===== config.mk =====
export PLATFORM = sky130hd
export DESIGN_NAME = mwnv_ram
export DESIGN_NICKNAME = d
export VERILOG_FILES = /design/src/rtl/core/mwnv_ram.sv
export SDC_FILE = /design/constraint.sdc
export NUM_CORES = 1
export LEC_CHECK = 0
export BUFFER_PORTS_ARGS = -buffer_cell sky130_fd_sc_hd__buf_2
export CAP_MARGIN = 20
export CORE_UTILIZATION = 54
export DETAILED_ROUTE_END_ITERATION = 16
export GPL_ROUTABILITY_DRIVEN = 0
export HOLD_SLACK_MARGIN = 0.05
export PLACE_DENSITY = 0.74
export SYNTH_ARGS = -nofsm -noshare
export SYNTH_HDL_FRONTEND = slang
export SYNTH_SLANG_ARGS = --single-unit
export TNS_END_PERCENT = 50

===== constraint.sdc =====
create_clock -name clk -period 1.9 [get_ports clk]
set_clock_uncertainty 0.2 [all_clocks]
set_input_delay 0.095 -clock clk [delete_from_list [all_inputs] [get_ports clk]]
set_output_delay 0.095 -clock clk [all_outputs]
set_load 0.01 [all_outputs]

===== src/rtl/core/mwnv_ram.sv =====
// Generic single-clock RAM: one write port, one read port, registered read data.
// No dependencies.

module mwnv_ram #(
    parameter int WIDTH = 8,
    parameter int DEPTH = 16
) (
    input  logic                     clk,
    input  logic                     wr_en,
    input  logic [$clog2(DEPTH)-1:0] wr_addr,
    input  logic [WIDTH-1:0]         wr_data,
    input  logic                     rd_en,
    input  logic [$clog2(DEPTH)-1:0] rd_addr,
    output logic [WIDTH-1:0]         rd_data
);

    logic [WIDTH-1:0] mem [DEPTH];

    // Write and read; read data is registered
    always_ff @(posedge clk)
    begin
        if (wr_en)
        begin
            mem[wr_addr] <= wr_data;
        end
        if (rd_en)
        begin
            rd_data <= mem[rd_addr];
        end
    end

endmodule


== Word level (Yosys, flattened, before mapping) ==
Memories as Yosys holds them, arrays and structs flattened. A register that Yosys moved wholly into a read port is not among the register bits.
Index checks and enable logic that the tools add are counted.
Storage, ports and cells
  register bits: 0
  word-level logic and storage cells: 3
  memories: 1
  output and inout bits: 8
  memory bits (writable): 128
Cells by class
  multiplexer cells: 2
Memory list
  mem: words 16, width 8, rd ports 1, clocked after memory_dff 1, wr ports 1, line 17  | logic [WIDTH-1:0] mem [DEPTH];
Operator list (count)
  two-way mux 1 bit: 2

== Depth between registers and ports, before layout ==
  depth in word-level cells: 2
  gate-level depth with buffers: 5

== Worst setup path after synthesis ==
Ideal clock, no wire load.
  path kind: input port to flip-flop
  start point: in wr_addr[2]
  end point: mem mem[0][0], enable pin
  cell stages on the path: 2
  library setup time: 0.383 ns
  path buffers: 0
  path slack: 0.112 ns
  data required time: 1.317 ns
  arrival: 1.205 ns
  cells stage by stage: or3b_2 nor3_1
RTL lines
  start, declared: line 10  | input logic [$clog2(DEPTH)-1:0] wr_addr,
  end, declared: line 17
No word-level cell before the write port.

== Worst setup path in the final report ==
  start point: in wr_addr[3]
  end point: mem mem[4][2], enable pin
No word-level cell before the write port.

==> results <==
- The commonest cells after synthesis are sky130_fd_sc_hd__edfxtp_1, sky130_fd_sc_hd__mux4_2, sky130_fd_sc_hd__a22oi_1.
- The average wire length per cell after detail routing is 23.2 um.
- The worst-case register-to-register setup slack is around 0.16 ns.
- In this run the worst path has a maximum fanout of 8.
- The power share of the combinational group is around 5.0%.
- The remaining global-route overflow is 0.
- The number of hold violations in the final report came to 0.
- The portion of total power attributed to the clock network is a little under half.
- The number of global-route vias before repair came to about 2700.
- The fraction of synthesized cell area taken by the top area cell type is around four fifths.
- The flow ran to the end, and the final reports show no timing, DRC or antenna violations.
- The largest total area in the synthesized netlist belongs to sky130_fd_sc_hd__edfxtp_1.
- The total area of sequential cells is between 4000 and 5000 um2.
- The CTS sink count is approximately 140.
- Setup violations remaining at the end of the flow were counted as 0.
- The tightest min-delay check is of the in2reg type.
- In this run the worst setup path terminates at mem[4][2].
- After synthesis, the share of flip-flops with an asynchronous set or reset is 0%.
- Setup repair after global routing could not meet its margin everywhere.
- The worst register-to-register path ends at rd_data[7].
- The count of boundary I/O pins is 27.
- Using the TritonRoute via totals, the vias-per-cell ratio works out to approximately 5.9.
- The CTS buffer count is 17.
- Summing the sequential cell areas from Yosys gives about four fifths of the chip area.
- The fraction of power spent switching nets is 19.9%.
- For this run, the leading register cell type out of synthesis is sky130_fd_sc_hd__edfxtp_1.
- The worst max-slew margin expressed relative to the limit is between 70% and 80%.
- Registers are responsible for around 48% of the overall power.
- On the critical path, the stage with the largest delay is an instance of sky130_fd_sc_hd__dlygate4sd3_1.
- The synthesized flop and latch total is 136.
- The arrival time reported for the critical path endpoint is 1.88 ns.
- Internal power comes to 5.68 mW.
- Based on the critical path, the design can be clocked at up to approximately 540 MHz.
- The tool flagged a number of max-cap violations equal to 0.
- The first detailed-routing pass ran for 4 iterations.
- The number of warnings printed during yosys synthesis is 0.
- The total area inside the core boundary comes to between 9000 and 10000 um2.
- The floorplan row count is 35.
- Summed over all failing endpoints, the final setup total negative slack is 0 ns.
- The buffer cell driving the clock tree root is sky130_fd_sc_hd__clkbuf_8.
- The slew at the pin with the worst max-slew slack is 0.441 ns.
- For this run, design rule violations remaining after detail routing come to 0.
- The pin count of the biggest net entering global routing is 19.
- Counting cells, the worst reg-to-reg path comes to 3.
- The via count is 2623.
- The unique cell type count in the Yosys netlist is 18.
- For this design the total switching power over the nets is around 1.4 mW.
- Data on the critical path is required at its endpoint by ~1.9 ns.
- The insertion delay to the later sink of the worst-skew pair is between 0.5 and 0.6 ns.
- The detail route stage leaves a number of antenna-violating nets equal to 0.
- The count of mapped cells out of synthesis is approximately 230.
- A synthesized cell averages 22.8 um2.
- The analysis attributes to cell leakage a power of 2.22 nW.
- The post-route netlist has a little under a third of its cells at a drive strength greater than 1.
- The area of the mapped netlist is ~5200 um2.
- The critical path launch point is wr_addr[3].
- TritonCTS built the clock tree.
- The width of the die is around 100 um.
- For this design the ratio of total power to cell area is between 1000 and 1500 nW/um2.
- The maximum buffer depth of the clock tree is 2.
- The routed design could run at a clock period as short as around 1.9 ns.
- Post-CTS timing repair inserted 0 buffers for setup.
- The final antenna diode count is 0.
- The port buffer count is 26.
- The category of the most critical setup path is in2reg.
- The largest single stage delay on the critical path is between 0.5 and 0.6 ns.
- For this run, the post-layout net count is around 320.
- Yosys mapped a number of flops with a built-in enable equal to roughly 140.
- The cell with the most instances after synthesis is sky130_fd_sc_hd__edfxtp_1.
- The max-slew violation total from the final report was 0.
- The die area is 10100 um2.
- Excluding fillers, the count of instances in the completed layout stands at between 400 and 500.
- The number of fillers in the final layout is roughly 580.
- The multi-input combinational cells in the finished layout cover a total of between 1000 and 1500 um2.
- The floorplan die height is between 100 and 150 um.
- The violation count after the first detailed-route iteration is around 210.
- Sorting the synthesized cells by area gives the leading types as sky130_fd_sc_hd__edfxtp_1, sky130_fd_sc_hd__mux4_2, sky130_fd_sc_hd__mux4_1, sky130_fd_sc_hd__a22oi_1, sky130_fd_sc_hd__nor2_1.
- The post-route fraction of the period consumed by the critical path is about 98%.
- The category of the worst setup path launch point is an input port.
- In the global route stage, overall resource usage came out at between 20% and 30%.
- The worst-case IR drop observed on VDD is 0.699 mV.
- In this design, the largest share of critical-path delay is due to buffers and inverters.
- The overall routed net length is roughly 10 mm.
- The initial cell density of the core is 56.0%.
- Traced cell by cell, the critical path runs through dlygate4sd3_1 -> buf_2 -> nand3b_1 -> nor3_2 -> dlygate4sd3_1 -> buf_4.
- The number of antenna violations at the first check in global routing is 0.
- The post-synth net total is approximately 250.
- The total design power is between 7 and 8 mW.
- The growth of design area from synthesis to finish is 23.8%.
- The critical path depth is 6.
- The CTS clock-pin slew for the worst setup and hold paths is 0.06 ns.
- The deepest level of the CTS H-tree is 4.
- The first global-routing pass estimated 15.7 mm of wire.
- The origin of the critical flop-to-flop path is mem[10][7].
- Counting tap cells, the placed design contains a total of about 400 instances.
- The wire-length estimate of the detail-placed layout is between 6 and 7 mm.
- Together, buffers and inverters on the worst path number 4.
- Counting stages on the worst path, the most repeated cell is sky130_fd_sc_hd__dlygate4sd3_1.
- STA classifies the critical path endpoint as a flip-flop.
==> sequential cells by signal (all words and copies together), names as in the netlist <==
name	cells
mem	128
rd_data	8
==> cell families after synthesis <==
family	count (synthesis)	share of synthesized area (%)
flip-flops	136	78.1
AND/OR/NAND/NOR	35	3.14
multiplexers	32	14.8
AO/OA/AOI/OAI	16	2.30
buffers and inverters	10	1.65
==> final cells by class <==
cell class	count	area share, %
clock buffer	17	6.40
tap	129	2.49
timing repair buffer	67	8.33
sequential	136	63.1
multi-input combinational	83	16.6
clock inverter	15	3.09
==> placed cells by master, fill, tap and decap left out, types with 2 or more instances in the layout <==
cell type	synthesis	routed
sky130_fd_sc_hd__clkinvlp_4	0	3
sky130_fd_sc_hd__mux4_2	18	18
sky130_fd_sc_hd__edfxtp_1	136	136
sky130_fd_sc_hd__nor2_1	13	13
sky130_fd_sc_hd__clkinv_4	0	3
sky130_fd_sc_hd__clkinv_2	0	2
sky130_fd_sc_hd__a22oi_1	16	14
sky130_fd_sc_hd__bufinv_16	0	4
sky130_fd_sc_hd__nand2b_1	2	2
sky130_fd_sc_hd__dlygate4sd3_1	0	19
sky130_fd_sc_hd__a22oi_2	0	2
sky130_fd_sc_hd__nand3b_1	2	2
sky130_fd_sc_hd__inv_6	0	2
sky130_fd_sc_hd__clkbuf_16	0	16
sky130_fd_sc_hd__buf_4	1	17
sky130_fd_sc_hd__nor3_1	4	3
sky130_fd_sc_hd__buf_2	3	26
sky130_fd_sc_hd__buf_12	0	4
sky130_fd_sc_hd__nand2_1	9	9
sky130_fd_sc_hd__mux4_1	14	14
==> worst reg2reg max path: cells and delay by family, from the launching register on <==
kind,cells,cell delay (ns)
AO/OA/AOI/OAI,1,0.35
flip-flops,1,0.36
multiplexers,1,0.47
AND/OR/NAND/NOR,1,0.10
==> how the worst min path moves through the flow <==
stage	from	to	slack [ns]	cells past startpoint
5_1_grt	rd_addr[1]	rd_data[1]	0.1	4
6_report	rd_addr[1]	rd_data[7]	0.1	4
4_1_cts	rd_addr[1]	rd_data[1]	0.08	4
3_3_place_gp	wr_data[0]	mem[1][0]	0.29	1
2_1_floorplan	wr_data[0]	mem[0][0]	-0.006	0
3_5_place_dp	wr_data[2]	mem[3][2]	0.29	1
==> power by group through the flow <==
stage / Combinational [mW] / Clock [mW] / Sequential (mW)
final: 0.357 / 3.33 / 3.40
after global routing: 0.382 / 3.49 / 3.40
after CTS: 0.356 / 3.37 / 3.40
after detailed placement: 0.323 / 0 / 3.46
after global placement: 0.315 / 0 / 3.46
after floorplan: 0.171 / 0 / 3.46
==> per-stage QoR <==
stage	worst slack, ns	hold slack (ns)	area [um2]	utilization, %
finish	0.0361	0.0959	6470	69.4
global route	-0.000700	0.0952	6470	69.4
CTS	0.0373	0.0790	6450	69.2
detailed placement	0.0445	0.293	5650	60.6
global placement	0.0402	0.286	5650	60.6
floorplan	0.112	-0.00613	5230	-
==> routing by layer <==
layer | vias up | global-route usage, % | part of all wire [%]
met2 | 112 | 36.4 | 51
met1 | 1343 | 30.2 | 41
met4 | 0 | 11.8 | 3.1
met5 | - | 0.513 | 0
met3 | 28 | 6.48 | 5.5
li1 | 1140 | - | -
==> timing repair <==
| action | 4_1_cts | 5_1_grt |
|---|---|---|
| endpoints found under the hold margin | 239 | 0 |
| resized for setup | 0 | 4 |
| endpoints found under the setup margin | 0 | 10 |
| hold buffers | 19 | 0 |
No activity file was read; power rests on OpenSTA's default activity.
