File: config.mk
export PLATFORM = sky130hd
export DESIGN_NAME = mwnv_acc
export DESIGN_NICKNAME = d
export VERILOG_FILES = /design/src/rtl/core/mwnv_pkg.sv /design/src/rtl/core/mwnv_acc.sv
export SDC_FILE = /design/constraint.sdc
export NUM_CORES = 2
export LEC_CHECK = 0
export BUFFER_PORTS_ARGS = -buffer_cell sky130_fd_sc_hd__clkbuf_2
export CORE_UTILIZATION = 55
export CTS_CLUSTER_SIZE = 28
export DETAILED_ROUTE_END_ITERATION = 12
export PLACE_DENSITY = 0.78
export SYNTH_ARGS = -nofsm -noshare
export SYNTH_HDL_FRONTEND = slang
export SYNTH_SLANG_ARGS = --single-unit
File: constraint.sdc
create_clock -name clk -period 2.85 [get_ports clk]
set_input_delay 0.1425 -clock clk [delete_from_list [all_inputs] [get_ports clk]]
set_output_delay 0.1425 -clock clk [all_outputs]
set_load 0.02 [all_outputs]
File: src/rtl/core/mwnv_pkg.sv
// Shared constants, types and register codes for the masked window normal variance block.
// No dependencies; every other file in rtl/core except mwnv_ram imports this package.

package mwnv_pkg;

    // Window and image geometry
    localparam int HALF_WINDOW = 2;
    localparam int MAX_WIDTH   = 1024;
    localparam int MAX_HEIGHT  = 1024;
    localparam int WIN         = 2 * HALF_WINDOW + 1;
    localparam int WIN_N       = WIN * WIN;
    localparam int WIN_W       = $clog2(WIN);

    // Pixel store
    localparam int STORE_DEPTH = WIN * MAX_WIDTH;
    localparam int ADDR_W      = $clog2(STORE_DEPTH);
    localparam int COMP_W      = 16;
    localparam int ENTRY_W     = 3 * COMP_W + 1;

    // Counters and geometry
    localparam int CFG_W     = 11;
    localparam int CFG_IDX_W = 4;
    localparam int WID_W     = $clog2(MAX_WIDTH + 1);
    localparam int HGT_W     = $clog2(MAX_HEIGHT + 1);
    localparam int EXT_W     = (WID_W > CFG_W) ? WID_W : CFG_W;
    localparam int GEO_W     = ((WID_W > HGT_W) ? WID_W : HGT_W) + 1;
    localparam int COL_W     = $clog2(MAX_WIDTH);
    localparam int ROW_W     = $clog2(MAX_HEIGHT);
    localparam int PIX_W     = $clog2(MAX_WIDTH * MAX_HEIGHT + 1);
    localparam int POS_W     = $clog2(MAX_WIDTH * MAX_HEIGHT + HALF_WINDOW * MAX_WIDTH
                                      + HALF_WINDOW + 1);

    // Statistics and arithmetic widths
    localparam int CNT_W   = $clog2(WIN_N + 1);
    localparam int MSTEP_W = $clog2(CNT_W);
    localparam int SUM_W   = COMP_W + CNT_W;
    localparam int SQ1_W   = 2 * COMP_W;
    localparam int SQ_W    = SQ1_W + CNT_W;
    localparam int PROD_W  = SQ_W + CNT_W;
    localparam int NUM_W   = PROD_W + 2;
    localparam int DEN_W   = 2 * CNT_W;
    localparam int QCNT_W  = $clog2(NUM_W + 1);
    localparam int VAR_W   = 31;
    localparam logic [VAR_W-1:0] VAR_SAT = 31'h4000_0000;

    // Port widths
    localparam int OUT_IDX_W  = 10;
    localparam int IN_DATA_W  = 3 * COMP_W;
    localparam int OUT_USED_W = VAR_W + 2 * OUT_IDX_W;
    localparam int OUT_DATA_W = ((OUT_USED_W + 7) / 8) * 8;
    localparam int OUT_PAD_W  = OUT_DATA_W - OUT_USED_W;

    // Register indexes and reset values
    localparam logic [CFG_IDX_W-1:0] REG_FRAME_WIDTH  = 4'd0;
    localparam logic [CFG_IDX_W-1:0] REG_FRAME_HEIGHT = 4'd1;
    localparam logic [CFG_W-1:0]     FRAME_WIDTH_RST  = 11'd640;
    localparam logic [CFG_W-1:0]     FRAME_HEIGHT_RST = 11'd480;

    // Tag that travels with each window read
    typedef struct packed {
        logic valid;
        logic in_image;
        logic center;
    } rd_tag_t;

    // Window sums handed from the accumulator to the variance unit
    typedef struct packed {
        logic [CNT_W-1:0]        cnt;
        logic [SQ_W-1:0]         sq;
        logic signed [SUM_W-1:0] s0;
        logic signed [SUM_W-1:0] s1;
        logic signed [SUM_W-1:0] s2;
        logic                    cv;
    } win_stat_t;

endpackage

File: src/rtl/core/mwnv_acc.sv
// Window accumulator: squares each stored word read back and sums count, squares and components.
// Depends on mwnv_pkg.

module mwnv_acc
    import mwnv_pkg::*;
(
    input  logic               clk,
    input  logic               rst_n,
    input  logic               clear,
    input  rd_tag_t            tag,
    input  logic [ENTRY_W-1:0] rd_data,
    output win_stat_t          stat
);

    rd_tag_t                   tag1_reg;
    rd_tag_t                   tag2_reg;
    logic signed [COMP_W-1:0]  cx2_reg, cy2_reg, cz2_reg;
    logic [SQ1_W-1:0]          sq2_reg;
    logic                      pv2_reg;
    win_stat_t                 stat_reg;

    logic signed [COMP_W-1:0]  dx, dy, dz;
    logic signed [SQ1_W-1:0]   px, py, pz;
    logic [SQ1_W-1:0]          sq_sum;

    assign dx = rd_data[COMP_W-1:0];
    assign dy = rd_data[2*COMP_W-1:COMP_W];
    assign dz = rd_data[3*COMP_W-1:2*COMP_W];
    assign px = dx * dx;
    assign py = dy * dy;
    assign pz = dz * dz;
    assign sq_sum = $unsigned(px) + $unsigned(py) + $unsigned(pz);

    // Align tags with read data, then with the squares
    always_ff @(posedge clk or negedge rst_n)
    begin
        if (!rst_n)
        begin
            tag1_reg <= '0;
            tag2_reg <= '0;
        end
        else
        begin
            tag1_reg <= tag;
            tag2_reg <= tag1_reg;
        end
    end

    // Register squares and components
    always_ff @(posedge clk)
    begin
        cx2_reg <= dx;
        cy2_reg <= dy;
        cz2_reg <= dz;
        sq2_reg <= sq_sum;
        pv2_reg <= rd_data[ENTRY_W-1];
    end

    // Accumulate valid in-image neighbors; capture the center flag
    always_ff @(posedge clk or negedge rst_n)
    begin
        if (!rst_n)
        begin
            stat_reg <= '0;
        end
        else if (clear)
        begin
            stat_reg <= '0;
        end
        else
        begin
            if (tag2_reg.valid && tag2_reg.in_image && pv2_reg)
            begin
                stat_reg.cnt <= stat_reg.cnt + CNT_W'(1);
                stat_reg.sq  <= stat_reg.sq + SQ_W'(sq2_reg);
                stat_reg.s0  <= stat_reg.s0 + SUM_W'(cx2_reg);
                stat_reg.s1  <= stat_reg.s1 + SUM_W'(cy2_reg);
                stat_reg.s2  <= stat_reg.s2 + SUM_W'(cz2_reg);
            end
            if (tag2_reg.valid && tag2_reg.center)
            begin
                stat_reg.cv <= pv2_reg;
            end
        end
    end

    assign stat = stat_reg;

endmodule

# == Word-level counts from Yosys, hierarchy flattened ==
# Index checks and enable logic that the tools add are counted.
# classes
addsub,7
n_mul,3
mux,3
shift,0
magnitude_cmp,0
div,0
eq_ne,0
n_reduce_logical,5
n_bitwise,0
# ops
operator,count
$mux W106,1
$mux W105,1
$mul A16 B16 Y32,3
$add A32 B32 Y32,2
$add A21 B16 Y21,3
$add A37 B32 Y37,1
$add A5 B1 Y5 const B,1
$reduce_bool A2 Y1,2
$logic_and A1 B1 Y1,3
$mux W1,1
# totals
ff_bits,193
n_memories,0
latchBits,0
rom_bits,0
ram_bits,0

# == Logic depth before layout (Yosys ltp) ==
# depth
depth_word,4
ltp_mapped,31

# == Least setup slack after synthesis ==
# OpenSTA, ideal clock, no wires.
# synth_path
kind,input-to-reg
start,input port rd_data[47]
end,register sq2_reg[28]
required_ns,2.731
t_arrival_ns,7.574
setup_time_ns,0.119
n_path_buf,1
stages,26
setup_slack_ns,-4.843
path_cell_list,clkbuf_1 -> nand2_1 -> fa_1 -> fa_1 -> inv_1 -> fa_1 -> inv_1 -> fa_1 -> inv_1 -> fa_1 -> fa_1 -> fa_1 -> fa_1 -> inv_1 -> fa_1 -> inv_1 -> ha_1 -> o21ai_0 -> o2bb2ai_1 -> o21ai_0 -> nand3_1 -> o31ai_1 -> a211oi_1 -> o21bai_1 -> a21oi_1 -> xnor2_1
# synth_between
elab_chain_len,2
# synth_rtl
element,line,text
start: declaration,mwnv_acc.sv:11,"input logic [ENTRY_W-1:0] rd_data,"
$mul A16 B16 Y32,mwnv_acc.sv:31,assign pz = dz * dz;
$add A32 B32 Y32,mwnv_acc.sv:32,assign sq_sum = $unsigned(px) + $unsigned(py) + $unsigned(pz);
named net sq_sum[28],mwnv_acc.sv:24,logic [SQ1_W-1:0] sq_sum;
end signal: assignment,mwnv_acc.sv:55,sq2_reg <= sq_sum;
end: declaration,mwnv_acc.sv:18,logic [SQ1_W-1:0] sq2_reg;
# The timed path passes the listed nets, and every way through them passes these cells.
# A chain may end at the register's enable or synchronous reset.

# == Worst setup path in the final report ==
# layout_path
start,input port rd_data[34]
end,register sq2_reg[28]
# Same word-level chain as after synthesis.

==> impl_metrics.tcl <==
set metrics [dict create \
    reg2reg_slack_ps -320 \
    synth-edff-count 0 \
    clkLatencyLatePin_ps 450 \
    drc 0 \
    grt_pass1_wl_microns 160100 \
    clkTransAtPathRegs_ps 80 \
    synth_most_common_cell "inv_1" \
    yosys_warnings 0 \
    max_cap_viol_count 0 \
    synth_cells 3821 \
    hold_violations 0 \
    drtAntennaViolNets 0 \
    rows 94 \
    die_h_microns 260.0 \
    area_growth_pct 23.16 \
    htree_levels 4 \
    drt_iter0_markers 1879 \
    dp_slack_ps -4784 \
    avgSynthCellArea_sq_um 9.583 \
    largest_reg_flops 106 \
    holdCritStartpoint "rd_data[20]" \
    core_sq_um 65860 \
    port_buffers 160 \
    synthTopCellsByCount "1046 x inv_1, 822 x fa_1, 369 x nand2_1, 301 x ha_1, 169 x a21oi_1" \
    critPathArrivalTime_ps 7300 \
    fin_area_sq_um 45100 \
    slew_headroom_pct 45.19 \
    cts_max_path_buffers 2 \
    root_buffer "clkbuf_16" \
    grt_pass1_vias 30960 \
    r2r.worst_path.cells 11 \
    netlist_area_sq_um 36620 \
    hold_ws_ps 37.45 \
    worstHoldEndpoint "cy2_reg[4]" \
    grt_max_degree 85 \
    worstHoldPathCells 2 \
    place_area_sq_um 42670 \
    routabilityCongestion 0.9720 \
    report.final.slew_viol_count 0 \
    synth_top_area_share_pct 44.94 \
    fp.dieW_microns 260.0 \
    synth.area.top_cells "fa_1 45%, inv_1 11%, ha_1 10%" \
    setup_tns_ps -95940 \
    rr_endpoint "stat[21]" \
    ys_seq_elements 193 \
    wl_per_cell_microns 18.75 \
    dieArea_sq_um 67610 \
    critPathMaxStageDelay_ps 570 \
    crit_slowest_cell "fa_2" \
    cpMostUsedCell "fa_1" \
    start_kind "primary input" \
    worst_pin_slew_ps 822.2 \
    viasPerCell 5.248 \
    synth_ff_type "dfrtp_1" \
    async_reset_ff_share_pct 58.03 \
    period_needed_ps 6924 \
    cts.sinks 193 \
    dr.pass1.iters 5 \
    fin_crit_sh_pct 243.0 \
    drt-total-wl_microns 100400 \
    ys_seq_area_share_pct 12.08 \
    dp_hpwl_microns 84930 \
    ios 161 \
    setup_ws_ps -4074 \
    initial_utilization_pct 55.60 \
    grt_setup_unrepaired "yes" \
    regToRegStartpoint "stat[1]" \
    worstSetupPathType "primary input to flop" \
    fin_nets 5654 \
    cp-end-kind "flop" \
    violations "setup timing" \
    status "complete, but fails checks" \
    overflow 0 \
    setup_violations 31 \
    cp_max_fo 4 \
    syn_nets 4999 \
    fillers 4624 \
    dr_total_vias 28100 \
    fin_worst_skew_ps 17.01 \
    antenna_found_initial 5 \
    grt.total_usage_pct 30.63 \
    critPathRequiredTime_ps 3230 \
    cts_tree "built" \
    numCtsBuffers 17 \
    synth_top_area_cell "fa_1" \
    fmax_mhz 144.4 \
    synth.distinct_cells 63 \
    layout-drive-gt1-share_pct 23.10 \
    hp-class "primary input to flop" \
]
-- critical path, delay by kind of cell --
family	cells	cell delay, ps
simple gates	2	360
fa+ha+maj	10	4540
buf+inv	7	810
xor+xnor	1	130
compound gates	7	1330
-- stage by stage --
| step | instances | util [%] |
|---|---|---|
| 3_5_place_dp | 5259 | 64.79 |
| 4_1_cts | 5336 | 67.67 |
| 3_3_place_gp | 5259 | 64.79 |
| 5_1_grt | 5353 | 68.47 |
| 2_1_floorplan | 3821 | - |
| 6_report | 5355 | 68.47 |
-- layout by cell type, fill, tap and decap left out, types with 12 or more instances in the layout --
master	n
ha_1	268
clkbuf_2	116
a211oi_1	12
a21oi_2	22
buf_6	26
o21ai_0	37
o21ai_2	12
inv_1	1004
or3_1	16
nand4_1	14
nor2_1	109
ha_4	30
and2_1	136
dfxtp_1	81
nand2_1	339
buf_12	16
xnor2_1	102
o21bai_1	12
nand2_2	21
dfrtp_1	110
nor2b_1	31
nand2b_1	20
a21o_1	46
and2_4	19
fa_2	33
inv_2	38
clkbuf_16	24
dlygate4sd3_1	12
clkbuf_4	14
o21ai_1	17
fa_1	789
a21oi_1	141
buf_4	515
xor2_1	48
clkbuf_8	17
nand3_1	25
-- layout make-up --
cell class / instances / area (sq um) / area share [%]
tap: 864 / 1081 / 2.397
multi-input combinational: 2489 / 29240 / 64.84
clock buffer: 20 / 436.7 / 0.9682
sequential: 193 / 4427 / 9.816
inverter: 1046 / 3940 / 8.736
clock inverter: 12 / 156.4 / 0.3468
antenna: 2 / 5.005 / 0.01110
timing repair buffer: 729 / 5812 / 12.89
-- metal layers --
layer	track usage (%)	share of wire [%]	up-vias
li1	-	-	12660
met1	39.25	40	14240
met2	52.09	49	968
met3	4.854	6.6	237
met4	11.83	4.2	4
met5	0	0.027	-
-- kinds of logic after synthesis --
kind of cell	count (synthesis)	synth area share (%)
buf+inv	1139	11.68
fa+ha+maj	1123	55.22
simple gates	808	10.33
compound gates	395	6.766
flops	193	12.08
xor+xnor	156	3.731
mux	6	0.1743
other cells	1	0.01024
-- repair_timing --
action | CTS | global route
resized for setup | 225 | 96
endpoints found under the hold margin | 50 | 0
setup endpoints to repair | 44 | 51
hold buffers | 12 | 0
buffers inserted | 34 | 20
pin swaps | 85 | 67
gates cloned | 2 | 0
-- worst max-delay path by stage --
stage                            from           to  slack [ps]  cells past startpoint
final                     rd_data[34]  sq2_reg[28]       -4070                     27
after global routing      rd_data[34]  sq2_reg[28]       -4270                     27
after CTS                 rd_data[26]  sq2_reg[28]       -3980                     28
after detailed placement  rd_data[17]  sq2_reg[28]       -4780                     28
after global placement    rd_data[17]  sq2_reg[28]       -4720                     28
after floorplan           rd_data[17]  sq2_reg[28]       -3920                     28
Power is not shown: default switching activity piles up to over one toggle a cycle in this logic, so the estimate is an artifact.
