## src/rtl/core/mwnv_pkg.sv

```systemverilog
// Shared constants, types and register codes for the masked window normal variance block.
// No dependencies; every other file in rtl/core except mwnv_ram imports this package.

package mwnv_pkg;

    // Window and image geometry
    localparam int HALF_WINDOW = 2;
    localparam int MAX_WIDTH   = 1024;
    localparam int MAX_HEIGHT  = 1024;
    localparam int WIN         = 2 * HALF_WINDOW + 1;
    localparam int WIN_N       = WIN * WIN;
    localparam int WIN_W       = $clog2(WIN);

    // Pixel store
    localparam int STORE_DEPTH = WIN * MAX_WIDTH;
    localparam int ADDR_W      = $clog2(STORE_DEPTH);
    localparam int COMP_W      = 16;
    localparam int ENTRY_W     = 3 * COMP_W + 1;

    // Counters and geometry
    localparam int CFG_W     = 11;
    localparam int CFG_IDX_W = 4;
    localparam int WID_W     = $clog2(MAX_WIDTH + 1);
    localparam int HGT_W     = $clog2(MAX_HEIGHT + 1);
    localparam int EXT_W     = (WID_W > CFG_W) ? WID_W : CFG_W;
    localparam int GEO_W     = ((WID_W > HGT_W) ? WID_W : HGT_W) + 1;
    localparam int COL_W     = $clog2(MAX_WIDTH);
    localparam int ROW_W     = $clog2(MAX_HEIGHT);
    localparam int PIX_W     = $clog2(MAX_WIDTH * MAX_HEIGHT + 1);
    localparam int POS_W     = $clog2(MAX_WIDTH * MAX_HEIGHT + HALF_WINDOW * MAX_WIDTH
                                      + HALF_WINDOW + 1);

    // Statistics and arithmetic widths
    localparam int CNT_W   = $clog2(WIN_N + 1);
    localparam int MSTEP_W = $clog2(CNT_W);
    localparam int SUM_W   = COMP_W + CNT_W;
    localparam int SQ1_W   = 2 * COMP_W;
    localparam int SQ_W    = SQ1_W + CNT_W;
    localparam int PROD_W  = SQ_W + CNT_W;
    localparam int NUM_W   = PROD_W + 2;
    localparam int DEN_W   = 2 * CNT_W;
    localparam int QCNT_W  = $clog2(NUM_W + 1);
    localparam int VAR_W   = 31;
    localparam logic [VAR_W-1:0] VAR_SAT = 31'h4000_0000;

    // Port widths
    localparam int OUT_IDX_W  = 10;
    localparam int IN_DATA_W  = 3 * COMP_W;
    localparam int OUT_USED_W = VAR_W + 2 * OUT_IDX_W;
    localparam int OUT_DATA_W = ((OUT_USED_W + 7) / 8) * 8;
    localparam int OUT_PAD_W  = OUT_DATA_W - OUT_USED_W;

    // Register indexes and reset values
    localparam logic [CFG_IDX_W-1:0] REG_FRAME_WIDTH  = 4'd0;
    localparam logic [CFG_IDX_W-1:0] REG_FRAME_HEIGHT = 4'd1;
    localparam logic [CFG_W-1:0]     FRAME_WIDTH_RST  = 11'd640;
    localparam logic [CFG_W-1:0]     FRAME_HEIGHT_RST = 11'd480;

    // Tag that travels with each window read
    typedef struct packed {
        logic valid;
        logic in_image;
        logic center;
    } rd_tag_t;

    // Window sums handed from the accumulator to the variance unit
    typedef struct packed {
        logic [CNT_W-1:0]        cnt;
        logic [SQ_W-1:0]         sq;
        logic signed [SUM_W-1:0] s0;
        logic signed [SUM_W-1:0] s1;
        logic signed [SUM_W-1:0] s2;
        logic                    cv;
    } win_stat_t;

endpackage

```

## src/rtl/core/mwnv_var.sv

```systemverilog
// Variance unit: shift-add product cnt*S, squared sums, then a restoring divide by cnt^2.
// Depends on mwnv_pkg.

module mwnv_var
    import mwnv_pkg::*;
(
    input  logic             clk,
    input  logic             rst_n,
    input  logic             start,
    input  win_stat_t        stat,
    output logic             done,
    output logic [VAR_W-1:0] variance
);

    localparam logic [1:0] V_IDLE = 2'd0;
    localparam logic [1:0] V_MUL  = 2'd1;
    localparam logic [1:0] V_DIV  = 2'd2;

    logic [1:0]              vstate_reg;
    logic [MSTEP_W-1:0]      step_reg;
    logic [QCNT_W-1:0]       qcnt_reg;
    logic [CNT_W-1:0]        cnt_reg;
    logic [SQ_W-1:0]         sq_reg;
    logic signed [SUM_W-1:0] s0_reg, s1_reg, s2_reg;
    logic [PROD_W-1:0]       prod_reg;
    logic [NUM_W-1:0]        ss_reg;
    logic [DEN_W-1:0]        den_reg;
    logic [DEN_W-1:0]        rem_reg;
    logic [NUM_W-1:0]        num_reg;
    logic                    done_reg;
    logic [VAR_W-1:0]        var_reg;

    logic signed [SUM_W-1:0]   s_sel;
    logic signed [2*SUM_W-1:0] s_sq;
    logic [PROD_W-1:0]         prod_next;
    logic [NUM_W-1:0]          ss_next;
    logic [NUM_W-1:0]          prod_ext;
    logic [NUM_W-1:0]          diff;
    logic [DEN_W:0]            trial;
    logic                      q_bit;

    // Pick one component sum per step
    always_comb
    begin
        case (step_reg)
            MSTEP_W'(0): s_sel = s0_reg;
            MSTEP_W'(1): s_sel = s1_reg;
            MSTEP_W'(2): s_sel = s2_reg;
            default:     s_sel = '0;
        endcase
    end

    assign s_sq      = s_sel * s_sel;
    assign prod_next = cnt_reg[step_reg] ? prod_reg + (PROD_W'(sq_reg) << step_reg) : prod_reg;
    assign ss_next   = ss_reg + NUM_W'($unsigned(s_sq));
    assign prod_ext  = NUM_W'(prod_next);
    assign diff      = (prod_ext > ss_next) ? prod_ext - ss_next : '0;
    assign trial     = {rem_reg, num_reg[NUM_W-1]};
    assign q_bit     = (trial >= {1'b0, den_reg});

    // Sequence multiply, then divide
    always_ff @(posedge clk or negedge rst_n)
    begin
        if (!rst_n)
        begin
            vstate_reg <= V_IDLE;
            done_reg   <= 1'b0;
        end
        else
        begin
            done_reg <= 1'b0;
            case (vstate_reg)
                V_IDLE:
                begin
                    if (start)
                    begin
                        if (stat.cv)
                        begin
                            vstate_reg <= V_MUL;
                        end
                        else
                        begin
                            done_reg <= 1'b1;
                        end
                    end
                end
                V_MUL:
                begin
                    if (step_reg == MSTEP_W'(CNT_W - 1))
                    begin
                        vstate_reg <= V_DIV;
                    end
                end
                V_DIV:
                begin
                    if (qcnt_reg == QCNT_W'(NUM_W - 1))
                    begin
                        vstate_reg <= V_IDLE;
                        done_reg   <= 1'b1;
                    end
                end
                default:
                begin
                    vstate_reg <= V_IDLE;
                end
            endcase
        end
    end

    // Datapath
    always_ff @(posedge clk)
    begin
        case (vstate_reg)
            V_IDLE:
            begin
                cnt_reg  <= stat.cnt;
                sq_reg   <= stat.sq;
                s0_reg   <= stat.s0;
                s1_reg   <= stat.s1;
                s2_reg   <= stat.s2;
                den_reg  <= DEN_W'(stat.cnt) * DEN_W'(stat.cnt);
                prod_reg <= '0;
                ss_reg   <= '0;
                step_reg <= '0;
                if (start && !stat.cv)
                begin
                    var_reg <= '0;
                end
            end
            V_MUL:
            begin
                prod_reg <= prod_next;
                if (step_reg < MSTEP_W'(3))
                begin
                    ss_reg <= ss_next;
                end
                step_reg <= step_reg + MSTEP_W'(1);
                if (step_reg == MSTEP_W'(CNT_W - 1))
                begin
                    num_reg  <= diff << 2;
                    rem_reg  <= '0;
                    qcnt_reg <= '0;
                end
            end
            V_DIV:
            begin
                rem_reg  <= q_bit ? DEN_W'(trial - {1'b0, den_reg}) : DEN_W'(trial);
                num_reg  <= {num_reg[NUM_W-2:0], q_bit};
                qcnt_reg <= qcnt_reg + QCNT_W'(1);
                if (qcnt_reg == QCNT_W'(NUM_W - 1))
                begin
                    if ({num_reg[NUM_W-2:0], q_bit} > NUM_W'(VAR_SAT))
                    begin
                        var_reg <= VAR_SAT;
                    end
                    else
                    begin
                        var_reg <= VAR_W'({num_reg[NUM_W-2:0], q_bit});
                    end
                end
            end
            default:
            begin
                step_reg <= '0;
            end
        endcase
    end

    assign done     = done_reg;
    assign variance = var_reg;

endmodule

```

## config.mk

```make
export PLATFORM = sky130hd
export DESIGN_NAME = mwnv_var
export DESIGN_NICKNAME = d
export VERILOG_FILES = /design/src/rtl/core/mwnv_pkg.sv /design/src/rtl/core/mwnv_var.sv
export SDC_FILE = /design/constraint.sdc
export NUM_CORES = 2
export LEC_CHECK = 0
export BUFFER_PORTS_ARGS = -buffer_cell sky130_fd_sc_hd__buf_2
export CORE_MARGIN = 1.5
export CORE_UTILIZATION = 30
export CTS_BUF_LIST = sky130_fd_sc_hd__clkbuf_16
export DETAILED_ROUTE_END_ITERATION = 12
export GPL_ROUTABILITY_DRIVEN = 1
export PLACE_DENSITY = 0.45
export SLEW_MARGIN = 5
export SYNTH_ARGS = -nofsm -noshare
export SYNTH_HDL_FRONTEND = slang
export SYNTH_SLANG_ARGS = --single-unit
```

## constraint.sdc

```tcl
create_clock -name clk -period 38.8 [get_ports clk]
set_input_delay 7.76 -clock clk [delete_from_list [all_inputs] [get_ports clk]]
set_output_delay 7.76 -clock clk [all_outputs]
set_load 0.02 [all_outputs]
```

======== Word level (Yosys, flattened, before mapping) ========
Index checks and enable logic that the tools add are counted.
storage, ports and cells
  output and inout bits ................... 32
  bits in registers ....................... 298
  logic and storage cells ................. 81
  input port bits ......................... 109
operators by class
  shift operators ......................... 1
  add/sub/neg operators ................... 6
  reduce and logical (&&, ||, !) cells .... 11
  equality and inequality tests ........... 12
  muxes and demuxes ....................... 29
  order comparisons ....................... 5
  multiply operators ...................... 2
operators with widths
  kind                    number
  $pmux W44 S2            2
  $mux W31                3
  $mux W44                2
  $mux W42                2
  $pmux W42 S2            1
  $pmux W21 S3            1
  $pmux W31 S2            1
  $add A44 B42 Y44        1
  $gt A42 B44 Y1          1
  $gt A44 B31 Y1 const B  1
  $add A42 B42 Y42        1
  $mul A21 B21 Y42        1
  $shl A37 B3 Y42         1
  $sub A42 B42 Y42        1
  $mux W10                2
  $pmux W10 S2            1
  $ne A2 B2 Y1 const B    6
  $pmux W6 S2             1
  $ge A11 B10 Y1          1
  $mul A5 B5 Y10          1
  $sub A10 B10 Y10        1
  $mux W2                 4
  $add A6 B1 Y6 const B   1
  $eq A6 B6 Y1 const B    1
  other kinds (22)        28

======== Depth between registers and ports, before layout ========
  word-level depth ........................ 8
  depth in mapped cells ................... 61
  gate-level depth less buffers ........... 54

======== Worst setup path after synthesis ========
No wires, ideal clock.
  path type ............................... register to register
  from .................................... reg step_reg[0]
  to ...................................... reg num_reg[43] (data pin)
  library setup time ...................... 0.257 ns
  buffers on the path ..................... 8
  clock period less this slack ............ 13.111 ns
  data required time ...................... 38.543 ns
  data arrival time ....................... 12.854 ns
  cell stages (with the launch flop) ...... 56
  setup slack ............................. 25.689 ns
  path through ............................ edfxtp_1 > buf_1 > clkinv_1 > buf_1 > clkbuf_1 > ha_1 > nor2b_1 > clkbuf_1 > clkbuf_1 > a22oi_1 > nand2_1 > clkbuf_1 > nand2_1 > fa_1 > inv_1 > fa_1 > inv_1 > fa_1 > (+20 left out) > ha_1 > clkbuf_1 > nand4_1 > o31ai_1 > o21ai_0 > a21oi_1 > o21ai_0 > nor3b_1 > or2_2 > ha_1 > and3_1 > a221o_1 > a221oi_1 > o21ai_1 > a21oi_1 > a211oi_4 > buf_6 > a32o_1
between the ends
  cells in the longest elaborated chain, start to end .. 8
  elaborated cells on any way between the ends .. 16
  those cells by class .................... 3 x add/sub; 1 x mul; 1 x order compare; 2 x eq/ne; 1 x shift; 7 x mux; 1 x reduce/logical
RTL lines
  item                                                line             source
  start, declared                                     mwnv_var.sv:20   logic [MSTEP_W-1:0] step_reg;
  start signal, assigned                              mwnv_var.sv:137  step_reg <= step_reg + MSTEP_W'(1);
  $eq A3 B2 Y1 (tied with other cells)                mwnv_var.sv:45   case (step_reg)
  $pmux W21 S3                                        mwnv_var.sv:45
  $mul A21 B21 Y42                                    mwnv_var.sv:53   assign s_sq = s_sel * s_sel;
  $add A44 B42 Y44                                    mwnv_var.sv:55   assign ss_next = ss_reg + NUM_W'($unsigned(s_sq));
  $sub A42 B42 Y42 or $gt A42 B44 Y1 (tied branches)  mwnv_var.sv:57   assign diff = (prod_ext > ss_next) ? prod_ext - ss_next : '0;
  $mux W42 (*)                                        mwnv_var.sv:57
  $mux W44 (*)                                        mwnv_var.sv:138  if (step_reg == MSTEP_W'(CNT_W - 1))
  $pmux W44 S2 (*)                                    mwnv_var.sv:113  case (vstate_reg)
  end signal, assigned                                mwnv_var.sv:140  num_reg <= diff << 2;
  end signal, assigned                                mwnv_var.sv:148  num_reg <= {num_reg[NUM_W-2:0], q_bit};
  end, declared                                       mwnv_var.sv:29   logic [NUM_W-1:0] num_reg;
Mark *: on every way between the ends. The rest lies on a longest branch, timed or not. The select of a mux whose other input is x is not followed.
A chain may end at the register's enable or synchronous reset.

======== Final worst setup path ========
  from .................................... reg step_reg[0]
  to ...................................... reg num_reg[4] (data pin)
Same word-level chain as after synthesis.

==> impl_metrics.toml <==
[hold_path]
worstHoldPathType = "reg2reg"
hold_depth = 1

[yosys]
yosysWarnings = 0
synth_cells = 3579
syn-cell-area_um2 = 34800
yosysSeqAreaShare_pct = 25.5
post_synth.cell_area_avg_um2 = 9.72
syn_nets = 4385
yosys.cell_types.count = 83
synthFlopType = "edfxtp_1"
async_flop_share_pct = 1.01
synth.ff_latch_count = 296
synth-edff-count = 293

[finish]
fin_nets = 4487
diodes = 0
n_fill_cell = 11800
final_cell_mix = "650 x inv_1, 425 x fa_1, 293 x edfxtp_1"
layout.cells.non_filler = 5223
area_growth_pct = 10.9
mostFrequentLayoutCell = "inv_1"
fin_area_um2 = 38600
drive_gt1_share_pct = 8.30

[clocking]
cts_hold_buffers = 0
clkTransAtPathRegs_ns = 0.06
postCtsSetupBuffers = 0
cts_resized = 0
clk_latency_ns = 0.61
root_buffer = "clkbuf_16"
cts_sinks = 296
max-clock-path-buffers = 3
numCtsBuffers = 41
cts_tree = "done"
ctsHtreeMaxLevel = 2

[timing]
clock_skew_ns = 0.0444
hold_violations = 0
setup_ws_ns = 23.71
period_needed_ns = 15.09
setup-tns-final_ns = 0
rsz0062_at_grt = "false"
relSlewSlack_pct = 22.2
setup_viol = 0
fmax_mhz = 66.3
period_share_pct = 38.9
worst_pin_slew_ns = 1.16
slew_viol_final = 0

[setup_path]
slowest_delay_ns = 0.95
required_ns = 39.17
worstPathMaxFanout = 42
r2r_cells = 52
cpMostUsedCell = "fa_1"
critPathCaptureType = "register"
crit_path_top_delay_cell = "edfxtp_1"
crit_type = "reg2reg"
worst_setup_path_start_kind = "register"
critical_path_arrival_ns = 15.46

[place]
globalplace.congestion = 0.846
pre_cts_ws_ns = 23.74
dp_cells = 5150
hpwl_mm = 78.1
port_buffers = 140
dpl_cell_area_um2 = 37200

[grt]
grt_antenna_before_repair = 1
grt_overflow = 0
grt_pass1_wl_mm = 154
grt_pass1_vias = 25900
grt_util_all_layers_pct = 16.8
grt_max_degree = 61

[detailed_routing]
dr.pass1.iters = 5
ant_nets = 0
num_vias = 24800
postRouteWirelength_mm = 96.9
vias_per_cell = 4.75
wl_per_cell_um = 18.6
dr.first_iter.drc_count = 1262
drc = 0

[floorplan]
dieWidth_um = 344
die_y_um = 344
initial_core_util_pct = 30.3
fp-row-count = 124
ioPinCount = 141
coreArea_um2 = 115000
floorplan.die_area_um2 = 118000

[run_status]
status = "completed"

[job]
drv_cap = 0
[critical path: cells and delay by family (launching register included)]
kind / cells / cell delay (ns)
buffers and inverters: 10 / 2.26
adders and majority gates: 11 / 4.75
DFF: 1 / 0.95
xor gates and xnor gates: 2 / 0.33
and+or+nand+nor: 13 / 2.64
AOI/OAI and AO/OA: 16 / 3.79
[synth_stat cells (7+ instances only)]
| cell type | instances | area [µm²] |
|---|---|---|
| a211o_1 | 13 | 114 |
| a211oi_1 | 21 | 158 |
| a21boi_0 | 10 | 75.1 |
| a21o_1 | 81 | 608 |
| a21oi_1 | 173 | 866 |
| a22o_1 | 42 | 368 |
| a22oi_1 | 22 | 165 |
| a31oi_1 | 22 | 138 |
| and2_1 | 95 | 594 |
| and3_1 | 13 | 81.3 |
| buf_1 | 12 | 45.0 |
| clkbuf_1 | 90 | 338 |
| edfxtp_1 | 293 | 8800 |
| fa_1 | 425 | 8510 |
| ha_1 | 272 | 3400 |
| inv_1 | 643 | 2410 |
| mux2_2 | 34 | 383 |
| mux2i_1 | 58 | 581 |
| mux4_2 | 7 | 158 |
| nand2_1 | 289 | 1080 |
| nand2b_1 | 29 | 181 |
| nand3_1 | 52 | 260 |
| nand4_1 | 25 | 156 |
| nor2_1 | 295 | 1110 |
| nor2b_1 | 24 | 150 |
| nor3_1 | 31 | 155 |
| nor3b_1 | 8 | 60.1 |
| nor4_1 | 16 | 100 |
| o211ai_1 | 17 | 128 |
| o21a_1 | 32 | 240 |
| o21ai_0 | 102 | 510 |
| o21ai_1 | 10 | 50.1 |
| o21bai_1 | 25 | 188 |
| o31ai_1 | 14 | 105 |
| or2_2 | 9 | 56.3 |
| or3_1 | 9 | 56.3 |
| xnor2_1 | 109 | 955 |
| xor2_1 | 53 | 464 |
[path summary, 6_finish.rpt]
check / start / endpoint / slack (ns)
hold reg to reg: num_reg[40]$_DFFE_PP_ / num_reg[41]$_DFFE_PP_ / 0.57
max in group asynchronous: rst_n / vstate_reg[1]$_DFFE_PN0P_ / 31.76
min in group asynchronous: rst_n / done$_DFF_PN0_ / 6.93
setup / recovery: step_reg[0]$_SDFFCE_PN0N_ / num_reg[4]$_DFFE_PP_ / 23.71
hold / removal: num_reg[40]$_DFFE_PP_ / num_reg[41]$_DFFE_PP_ / 0.57
setup reg to reg: step_reg[0]$_SDFFCE_PN0N_ / num_reg[4]$_DFFE_PP_ / 23.71
[metal layers]
| metal | GRT usage, % | wire length [µm] | up-vias |
|---|---|---|---|
| li1 | - | - | 12100 |
| met1 | 24.5 | 47400 | 12100 |
| met2 | 26.5 | 43500 | 470 |
| met3 | 2.29 | 4150 | 78 |
| met4 | 3.33 | 1850 | 0 |
| met5 | 0 | 0 | - |
[cells by family after synthesis]
kind of cell,share of synthesized area [%]
AO/OA/AOI/OAI,12.5
XOR/XNOR,4.08
adder cells (fa/ha/maj),34.2
buffers and inverters,8.27
flip-flops,25.5
multiplexers,3.22
AND/OR/NAND/NOR,12.2
[cell type report]
cell class | count | area, µm² | share of cell area, %
flip-flops and latches | 296 | 8870 | 23.0
repair buffers | 167 | 903 | 2.34
clock buffers | 41 | 1030 | 2.66
inverters | 650 | 2440 | 6.32
well taps | 1512 | 1890 | 4.90
multi-input cells | 2525 | 23100 | 59.9
clock inverters | 32 | 340 | 0.882
[stage by stage]
stage                     hold slack [ns]  util (%)
after CTS                           0.567      33.6
after detailed placement            0.565      32.5
after global routing                0.596      33.6
after floorplan                     0.501         -
final                               0.571      33.6
after global placement              0.554      32.5
Power is left out: the tool's default activity adds up to more than one toggle a clock period on the data nets, which glitch-free logic cannot reach.
